==> src/rtl/core/artt_pkg.sv <==
// shared types and constants of the address range type table
package artt_pkg;

    localparam int ADDR_BITS = 48;
    localparam int TYPE_BITS = 4;
    localparam int APB_DATA_BITS = 32;
    localparam int APB_ADDR_BITS = 3;

    // command codes
    localparam logic CMD_LOOKUP = 1'b0;
    localparam logic CMD_ADD    = 1'b1;

    // register index as carried in paddr[2]
    localparam logic REG_DEFAULT_TYPE = 1'b0;

    typedef struct packed {
        logic                 cmd;
        logic [ADDR_BITS-1:0] addr;
        logic [ADDR_BITS-1:0] range_size;
        logic [TYPE_BITS-1:0] new_type;
    } t_in_item;

    typedef struct packed {
        logic [TYPE_BITS-1:0] mem_type;
        logic                 matched;
        logic                 table_full;
    } t_out_item;

    typedef struct packed {
        logic [ADDR_BITS-1:0] range_start;
        logic [ADDR_BITS:0]   range_end;
        logic [TYPE_BITS-1:0] entry_type;
    } t_entry;

    typedef struct packed {
        logic   wr_en;
        logic   rd_en;
        t_entry wr_data;
    } t_mem_req;

    typedef enum logic {
        ST_IDLE,
        ST_WALK
    } t_state;

endpackage

==> src/rtl/core/artt_ctrl.sv <==
// sequencer: appends ranges and walks the stored entries on lookup
module artt_ctrl #(
    parameter int MAX_RANGES = 64,
    parameter int IW         = 6,
    parameter int CW         = 7
) (
    input  logic                                i_clk,
    input  logic                                i_rst_n,
    input  logic                                i_start,
    output logic                                o_busy,
    input  artt_pkg::t_in_item                  i_item,
    input  logic [artt_pkg::TYPE_BITS-1:0]      i_default_type,
    output artt_pkg::t_mem_req                  o_req,
    output logic [IW-1:0]                       o_wr_addr,
    output logic [IW-1:0]                       o_rd_addr,
    input  artt_pkg::t_entry                    i_rd_data,
    output logic                                o_valid,
    output artt_pkg::t_out_item                 o_result
);

    artt_pkg::t_state                   r_state, n_state;
    logic [CW-1:0]                      r_count, n_count;
    logic [IW-1:0]                      r_idx, n_idx;
    logic [artt_pkg::ADDR_BITS-1:0]     r_addr, n_addr;
    logic                               r_valid, n_valid;
    artt_pkg::t_out_item                r_out, n_out;

    logic          accept;
    logic          full;
    logic          hit;
    logic          last;
    logic [CW-1:0] idx_next;

    assign accept   = i_start && (r_state == artt_pkg::ST_IDLE);
    assign full     = (r_count == CW'(MAX_RANGES));
    assign idx_next = CW'(r_idx) + CW'(1);
    assign last     = (idx_next == r_count);
    assign hit      = ({1'b0, r_addr} >= {1'b0, i_rd_data.range_start})
                   && ({1'b0, r_addr} < i_rd_data.range_end);

    always_comb begin
        n_state   = r_state;
        n_count   = r_count;
        n_idx     = r_idx;
        n_addr    = r_addr;
        n_valid   = 1'b0;
        n_out     = r_out;
        o_req.wr_en = 1'b0;
        o_req.rd_en = 1'b0;
        o_req.wr_data.range_start = i_item.addr;
        o_req.wr_data.range_end   = {1'b0, i_item.addr} + {1'b0, i_item.range_size};
        o_req.wr_data.entry_type  = i_item.new_type;
        o_wr_addr = r_count[IW-1:0];
        o_rd_addr = '0;
        case (r_state)
            artt_pkg::ST_IDLE: begin
                if (i_start) begin
                    if (i_item.cmd == artt_pkg::CMD_ADD) begin
                        n_valid = 1'b1;
                        n_out.mem_type   = '0;
                        n_out.matched    = 1'b0;
                        n_out.table_full = full;
                        if (!full) begin
                            o_req.wr_en = 1'b1;
                            n_count     = r_count + CW'(1);
                        end
                    end else if (r_count == '0) begin
                        n_valid = 1'b1;
                        n_out.mem_type   = i_default_type;
                        n_out.matched    = 1'b0;
                        n_out.table_full = 1'b0;
                    end else begin
                        // first entry read now, compared next cycle
                        o_req.rd_en = 1'b1;
                        n_idx   = '0;
                        n_addr  = i_item.addr;
                        n_state = artt_pkg::ST_WALK;
                    end
                end
            end
            artt_pkg::ST_WALK: begin
                if (hit || last) begin
                    n_valid = 1'b1;
                    n_out.mem_type   = hit ? i_rd_data.entry_type : i_default_type;
                    n_out.matched    = hit;
                    n_out.table_full = 1'b0;
                    n_state = artt_pkg::ST_IDLE;
                end else begin
                    // overlap the next read with this compare
                    o_req.rd_en = 1'b1;
                    o_rd_addr   = idx_next[IW-1:0];
                    n_idx       = idx_next[IW-1:0];
                end
            end
            default: begin
                n_state = artt_pkg::ST_IDLE;
            end
        endcase
    end

    always_ff @(posedge i_clk) begin
        if (!i_rst_n) begin
            r_state <= artt_pkg::ST_IDLE;
            r_count <= '0;
            r_valid <= 1'b0;
        end else begin
            r_state <= n_state;
            r_count <= n_count;
            r_valid <= n_valid;
        end
    end

    always_ff @(posedge i_clk) begin
        r_idx  <= n_idx;
        r_addr <= n_addr;
        r_out  <= n_out;
    end

    assign o_busy   = (r_state != artt_pkg::ST_IDLE);
    assign o_valid  = r_valid;
    assign o_result = r_out;

    a_write_when_idle: assert property (@(posedge i_clk) disable iff (!i_rst_n)
        o_req.wr_en |-> (r_state == artt_pkg::ST_IDLE) && !full)
        else $error("entry written outside idle or into a full table");

    a_count_bound: assert property (@(posedge i_clk) disable iff (!i_rst_n)
        r_count <= CW'(MAX_RANGES))
        else $error("entry count beyond table depth");

    a_walk_in_range: assert property (@(posedge i_clk) disable iff (!i_rst_n)
        (r_state == artt_pkg::ST_WALK) |-> (CW'(r_idx) < r_count))
        else $error("walk index past filled entries");

    a_short_result: assert property (@(posedge i_clk) disable iff (!i_rst_n)
        (accept && ((i_item.cmd == artt_pkg::CMD_ADD) || (r_count == '0))) |=> r_valid)
        else $error("add or empty lookup gave no result next cycle");

    a_full_result_clean: assert property (@(posedge i_clk) disable iff (!i_rst_n)
        (r_valid && r_out.table_full) |-> !r_out.matched && (r_out.mem_type == '0))
        else $error("refused add carries lookup fields");

endmodule

==> config.mk <==
export PLATFORM = sky130hd
export DESIGN_NAME = artt_ctrl
export DESIGN_NICKNAME = d
export VERILOG_FILES = /design/src/rtl/core/artt_pkg.sv /design/src/rtl/core/artt_ctrl.sv
export SDC_FILE = /design/constraint.sdc
export NUM_CORES = 1
export LEC_CHECK = 0
export BUFFER_PORTS_ARGS = -buffer_cell sky130_fd_sc_hd__buf_2
export CORE_MARGIN = 8
export CORE_UTILIZATION = 45
export DETAILED_ROUTE_END_ITERATION = 7
export GPL_TIMING_DRIVEN = 0
export PLACE_DENSITY = 0.78
export SYNTH_ARGS = -nofsm -noshare
export SYNTH_HDL_FRONTEND = slang
export SYNTH_SLANG_ARGS = --single-unit
==> constraint.sdc <==
create_clock -name i_clk -period 5.2 [get_ports i_clk]
set_input_delay 0 -clock i_clk [delete_from_list [all_inputs] [get_ports i_clk]]
set_output_delay 0 -clock i_clk [all_outputs]
set_load 0.01 [all_outputs]
==> flow_summary.ini, run 1 <==
[logic_synthesis]
ys_seq_area_share_pct = 24.29
synthFlopType = edfxtp_1
ys_async_sr_fraction_pct = 0
ys_ff_latch = 69
yosys_warnings = 0
synth_commonest_cells = ha_1, inv_1, a21oi_1
synth_cell_types = 73
synth_nets = 1273
yosysTopAreaCell = ha_1
ys_top_cells_by_area = ha_1, edfxtp_1, a21o_1
synth_top_area_share_pct = 22.39
synth.cell_area_mm2 = 0.008159
synth_most_common_cell = ha_1
synth_area_per_cell_um2 = 8.898
synth_edf_count = 60
synthCells = 917

[grt]
grt_overflow = 0
grt_pass1_vias = 8550
grtUsageTotal_pct = 23.68
grt_pass1_wl_um = 42550
antenna_found_initial = 6
grt_max_degree = 19

[route]
m1WireLength_um = 11490
drc_errors = 0
met2_wirelength_um = 14040
vias_per_cell = 5.356
dr_wl_met3_um = 1496
drtPass1Iterations = 6
top_layer = met4
postRouteWirelength_um = 27890
wl_per_cell_um = 17.97
ant_nets = 0
vias = 8312
drtIter0Drc = 345

[setup_path]
crit_cells = 15
cpMaxStageDelayCell = dlygate4sd3_1
r2r-end = o_result[5]
cp_top_family = compound AO/OA/AOI/OAI gates
cp_slowest_stage_delay_ns = 0.53
reg2regPathDepth = 10
cp_max_fo = 4
cp_cell_sequence = dlygate4sd3_1 > buf_2 > ha_1 > inv_1 > fa_1 > nor2b_4 > o31ai_1 > a31oi_1 > a311o_2 > a21boi_0 > o21ai_0 > a21boi_0 > o31ai_1 > xor2_1 > buf_2
startpoint_type = input port
criticalPathCategory = in -> out
required_ns = 5.20
critPathLaunch = i_item[52]
cp-end-kind = output pin
worstPathArrival_ns = 3.74
r2r_slack_ns = 2.02
path_buf_inv = 4
regToRegStartpoint = r_addr[17]

[power_and_ir_drop]
vdd_drop_max_v = 0.0001073
power_density_mw_per_mm2 = 198.2
power_leakage_nw = 5.822

[place]
numPortBuffers = 327
placedInstanceArea_mm2 = 0.01016
gp_congestion = 0.9428
placed_cells = 1476
hpwl_um = 23070

[min_path]
hold_depth = 3
hold_start = i_rd_data[3]
hold_path_end = o_result[5]
hp-class = in -> reg

[clocking]
h-tree-depth = 3
clock_latency_ns = 0.33
clk_path_buf_depth = 2
cts_sinks = 69
cts_root_buf = clkbuf_16
post-cts-setup-buffers = 0
clk_pin_slew_ns = 0.06
cts_buffers = 9
cts_tree = built
cts_resized = 0

[cells_and_area]
fill_cells = 1574
drive_gt1_share_pct = 32.90
layout.nets = 1667
final_cells = 1552
post-route-util_pct = 61.59
area_growth_pct = 35.15
final_cell_area_mm2 = 0.01103

[sta]
period_needed_ns = 3.742
slew_violations = 0
setup-tns-final_ns = 0
rsz0062_at_grt = false
fin_worst_skew_ns = 0.005230
max_freq_ghz = 0.2672
hold_viol = 0
fin_crit_sh_pct = 71.97
relSlewSlack_pct = 63.51
setup_viol = 0
worst_slew_pin_slew_ns = 0.5438

[floorplanning]
start_util_pct = 45.58
die_w_um = 150.7
core_area_mm2 = 0.01790
rows = 49
die_area_mm2 = 0.02270
die_height_um = 150.7
ios = 332

[job]
maxCapViolCount = 0

[status]
outcome = finished clean
==> area by class of cell <==
cell class              count  area [um2]  area share [%]
inverters                 112       420.4           3.813
repair buffers            383        2237           20.29
well taps                 229       286.5           2.598
multi-input cells         661        5264           47.74
diodes                      7       17.52          0.1589
flip-flops and latches     69        1982           17.97
clock buffers              10       229.0           2.076
clock inverters             6       86.33          0.7829
plain buffers              75       504.2           4.573
==> metal layers <==
layer,vias up,GRT usage (%)
met4,0,10.79
met2,302,41.75
met3,61,3.006
met1,3864,28.15
li1,4085,-
met5,-,0
==> cell families (layout without fill, tap and decap cells) <==
kind of cell / Yosys count / in the layout / synth area share, %
AOI/OAI and AO/OA: 249 / 249 / 21.71
xor gates and xnor gates: 57 / 57 / 6.119
and+or+nand+nor: 206 / 206 / 13.65
muxes: 2 / 2 / 0.2607
other: 0 / 7 / 0
adders and majority gates: 147 / 147 / 22.63
DFF: 69 / 69 / 24.29
buffers and inverters: 187 / 586 / 11.33
==> through the flow <==
| step | total power, W | hold WS (ns) | setup WS, ns |
|---|---|---|---|
| 2_1_floorplan | 0.001171 | 0.09177 | 1.675 |
| 3_3_place_gp | 0.001478 | 0.1876 | 0.3845 |
| 3_5_place_dp | 0.001497 | 0.1904 | 1.995 |
| 4_1_cts | 0.002193 | 0.02370 | 1.517 |
| 5_1_grt | 0.002306 | 0.06120 | 1.233 |
| 6_report | 0.002185 | 0.04002 | 1.458 |
==> cells in the final DEF, fill, tap and decap left out, types with 24 or more instances in the layout <==
| cell type | Yosys | layout |
|---|---|---|
| a21o_1 | 67 | 67 |
| a21oi_1 | 75 | 75 |
| buf_2 | 1 | 328 |
| buf_4 | 59 | 59 |
| dlygate4sd3_1 | 0 | 53 |
| edfxtp_1 | 60 | 60 |
| ha_1 | 146 | 146 |
| inv_1 | 112 | 112 |
| nand2_1 | 45 | 45 |
| nand4_1 | 32 | 32 |
| nor2_1 | 34 | 34 |
| o21ai_0 | 24 | 24 |
| xnor2_1 | 33 | 33 |
| xor2_1 | 24 | 24 |
==> power by group <==
part           total, W  switching [W]  internal (W)
Clock          0.000655       0.000235      0.000420
Sequential     0.000636      0.0000121      0.000624
Combinational  0.000895       0.000482      0.000412
==> registers in the layout, indices dropped and copies added, names as in the netlist <==
signal / count
o_busy: 1
o_result: 6
r_idx: 6
o_valid: 1
r_count: 7
r_addr: 48
==> repair_timing <==
item                       CTS  global route
setup endpoints to repair    0             0
hold buffers                53             0
hold endpoints to repair    57             0
==> tightest hold or removal path, stage by stage <==
cell and delay [ns]:
buf_2 0.09, nand4_1 0.08, o211ai_1 0.09
==> worst max path at each step <==
stage,to,slack (ns)
after floorplan,r_idx[0],1.67
after global placement,r_idx[5],0.38
after detailed placement,o_result[1],2.00
after CTS,o_req[26],1.52
after global routing,o_req[26],1.23
final,o_req[26],1.46
No activity file was read; power rests on OpenSTA's default activity.
==> inputs of run 2 (changes only) <==
--- a/config.mk
+++ b/config.mk
@@ -7,10 +7,10 @@
 export LEC_CHECK = 0
 export BUFFER_PORTS_ARGS = -buffer_cell sky130_fd_sc_hd__buf_2
 export CORE_MARGIN = 8
-export CORE_UTILIZATION = 45
+export CORE_UTILIZATION = 46
 export DETAILED_ROUTE_END_ITERATION = 7
 export GPL_TIMING_DRIVEN = 0
-export PLACE_DENSITY = 0.78
+export PLACE_DENSITY = 0.77
 export SYNTH_ARGS = -nofsm -noshare
 export SYNTH_HDL_FRONTEND = slang
 export SYNTH_SLANG_ARGS = --single-unit
==> constraint.sdc (replaced) <==
create_clock -name i_clk -period 3.5 [get_ports i_clk]
set_input_delay 0 -clock i_clk [delete_from_list [all_inputs] [get_ports i_clk]]
set_output_delay 0 -clock i_clk [all_outputs]
set_load 0.01 [all_outputs]
==> flow_summary.ini, run 2 (synthesized netlist as in run 1, its figures left out) <==
[route]
wl_per_cell_um = 17.79
ant_nets = 0
drtIter0Drc = 463
vias_per_cell = 5.276
vias = 8178
drc_errors = 0
drtPass1Iterations = 5
postRouteWirelength_um = 27580

[power_and_ir_drop]
power_density_mw_per_mm2 = 287.6
power_leakage_nw = 5.821
totalPowerFinal_w = 0.003177
vdd_drop_max_v = 0.0001520

[cells_and_area]
post-route-util_pct = 63.87
layout.nets = 1666
largest_reg_flops = 48
area_growth_pct = 35.39
largest_register = r_addr
fill_cells = 1481
final_cell_mix = buf_2, ha_1, inv_1
reg.largest.list = r_addr x48, r_count x7
drive_gt1_share_pct = 33.31
layout_commonest_cell = buf_2

[setup_path]
criticalPathCategory = in -> out
worstPathArrival_ns = 3.38
cp_max_fo = 4
startpoint_type = input port
cp-end-kind = output pin
required_ns = 3.50

[place]
hpwl_um = 22800
numPortBuffers = 327
gp_congestion = 0.9560

[sta]
relSlewSlack_pct = 64.70
fin_crit_sh_pct = 96.50
worst_slew_pin_slew_ns = 0.5239
hold_viol = 0
setup_viol = 0
period_needed_ns = 3.378
slew_violations = 0
setup-tns-final_ns = 0
holdWs_ns = 0.03021
fin_worst_skew_ns = 0.007492
max_freq_ghz = 0.2961

[grt]
grtUsageMet2_pct = 41.02
antenna_found_initial = 9
grt_use_met1_pct = 27.91
grt_pass1_wl_um = 41570
top_usage_layer = met2
grt_pass1_vias = 8328
grt_max_degree = 19
grtUsageTotal_pct = 23.48
gr-usage-met3_pct = 2.943
grt_overflow = 0

[clocking]
cts_tree = built
clock_latency_ns = 0.34
cts_root_buf = clkbuf_16
cts_sinks = 69
clk_pin_slew_ns = 0.06
h-tree-depth = 3
clk_path_buf_depth = 2
cts_buffers = 9

[min_path]
hp-class = in -> reg

[floorplanning]
core_area_mm2 = 0.01730
rows = 48
die_w_um = 149.2
ios = 332
die_area_mm2 = 0.02225
start_util_pct = 47.17
die_height_um = 149.2

[job]
maxCapViolCount = 0

[status]
outcome = finished clean
run 2: final cells by class:
| class | count | area (um2) | share of cell area [%] |
|---|---|---|---|
| inverter | 112 | 420.4 | 3.806 |
| tap | 225 | 281.5 | 2.548 |
| buffer | 75 | 504.2 | 4.565 |
| multi-input combinational | 661 | 5296 | 47.94 |
| clock buffer | 13 | 281.5 | 2.548 |
| antenna | 10 | 25.02 | 0.2265 |
| sequential | 69 | 1982 | 17.94 |
| clock inverter | 3 | 16.27 | 0.1472 |
| timing repair buffer | 382 | 2240 | 20.27 |
run 2: critical path, cell delays in order:
cell	delay [ns]
dlygate4sd3_1	0.53
buf_2	0.14
inv_1	0.06
fa_1	0.47
nor2b_4	0.17
o31ai_4	0.08
a31oi_2	0.22
a311o_2	0.30
a41oi_4	0.17
a2111oi_4	0.50
nor3_4	0.08
o2111a_1	0.26
a211o_1	0.26
buf_2	0.14
run 2: layer usage:
layer | share of wire, % | wire length [um]
met2 | 50 | 13750
met3 | 5.2 | 1441
met5 | 0 | 0
met1 | 41 | 11420
met4 | 3.5 | 961
run 2: power breakdown:
part	switching [W]	leakage [nW]	internal (W)	total [W]
sequential	0.0000176	0.625	0.000927	0.000945
clock	0.000345	0.151	0.000560	0.000905
combinational	0.000712	5.04	0.000615	0.00133
total	0.00108	5.82	0.00210	0.00318
run 2: metrics by stage:
step | instances | instance area [um2] | setup WS [ns]
finish | 1550 | 11050 | 0.1225
global route | 1549 | 11040 | -0.009725
CTS | 1540 | 10990 | 0.02330
detailed placement | 1472 | 10170 | 0.3590
global placement | 1469 | 10090 | -0.1864
floorplan | 917 | 8170 | 0.6680
run 2: path summary, 6_finish.rpt:
kind	startpoint	to	slack [ns]	cells after the start
min reg2reg	r_count[6]	r_count[6]	0.57	2
min	i_rd_data[0]	o_result[2]	0.03	3
max reg2reg	r_addr[29]	r_idx[5]	0.43	10
max	i_item[53]	o_req[50]	0.12	14
run 2: repair_timing:
action / 4_1_cts / 5_1_grt
endpoints found under the setup margin: 0 / 11
resized for setup: 0 / 7
endpoints found under the hold margin: 59 / 0
hold buffers: 52 / 0
setup buffers: 0 / 0
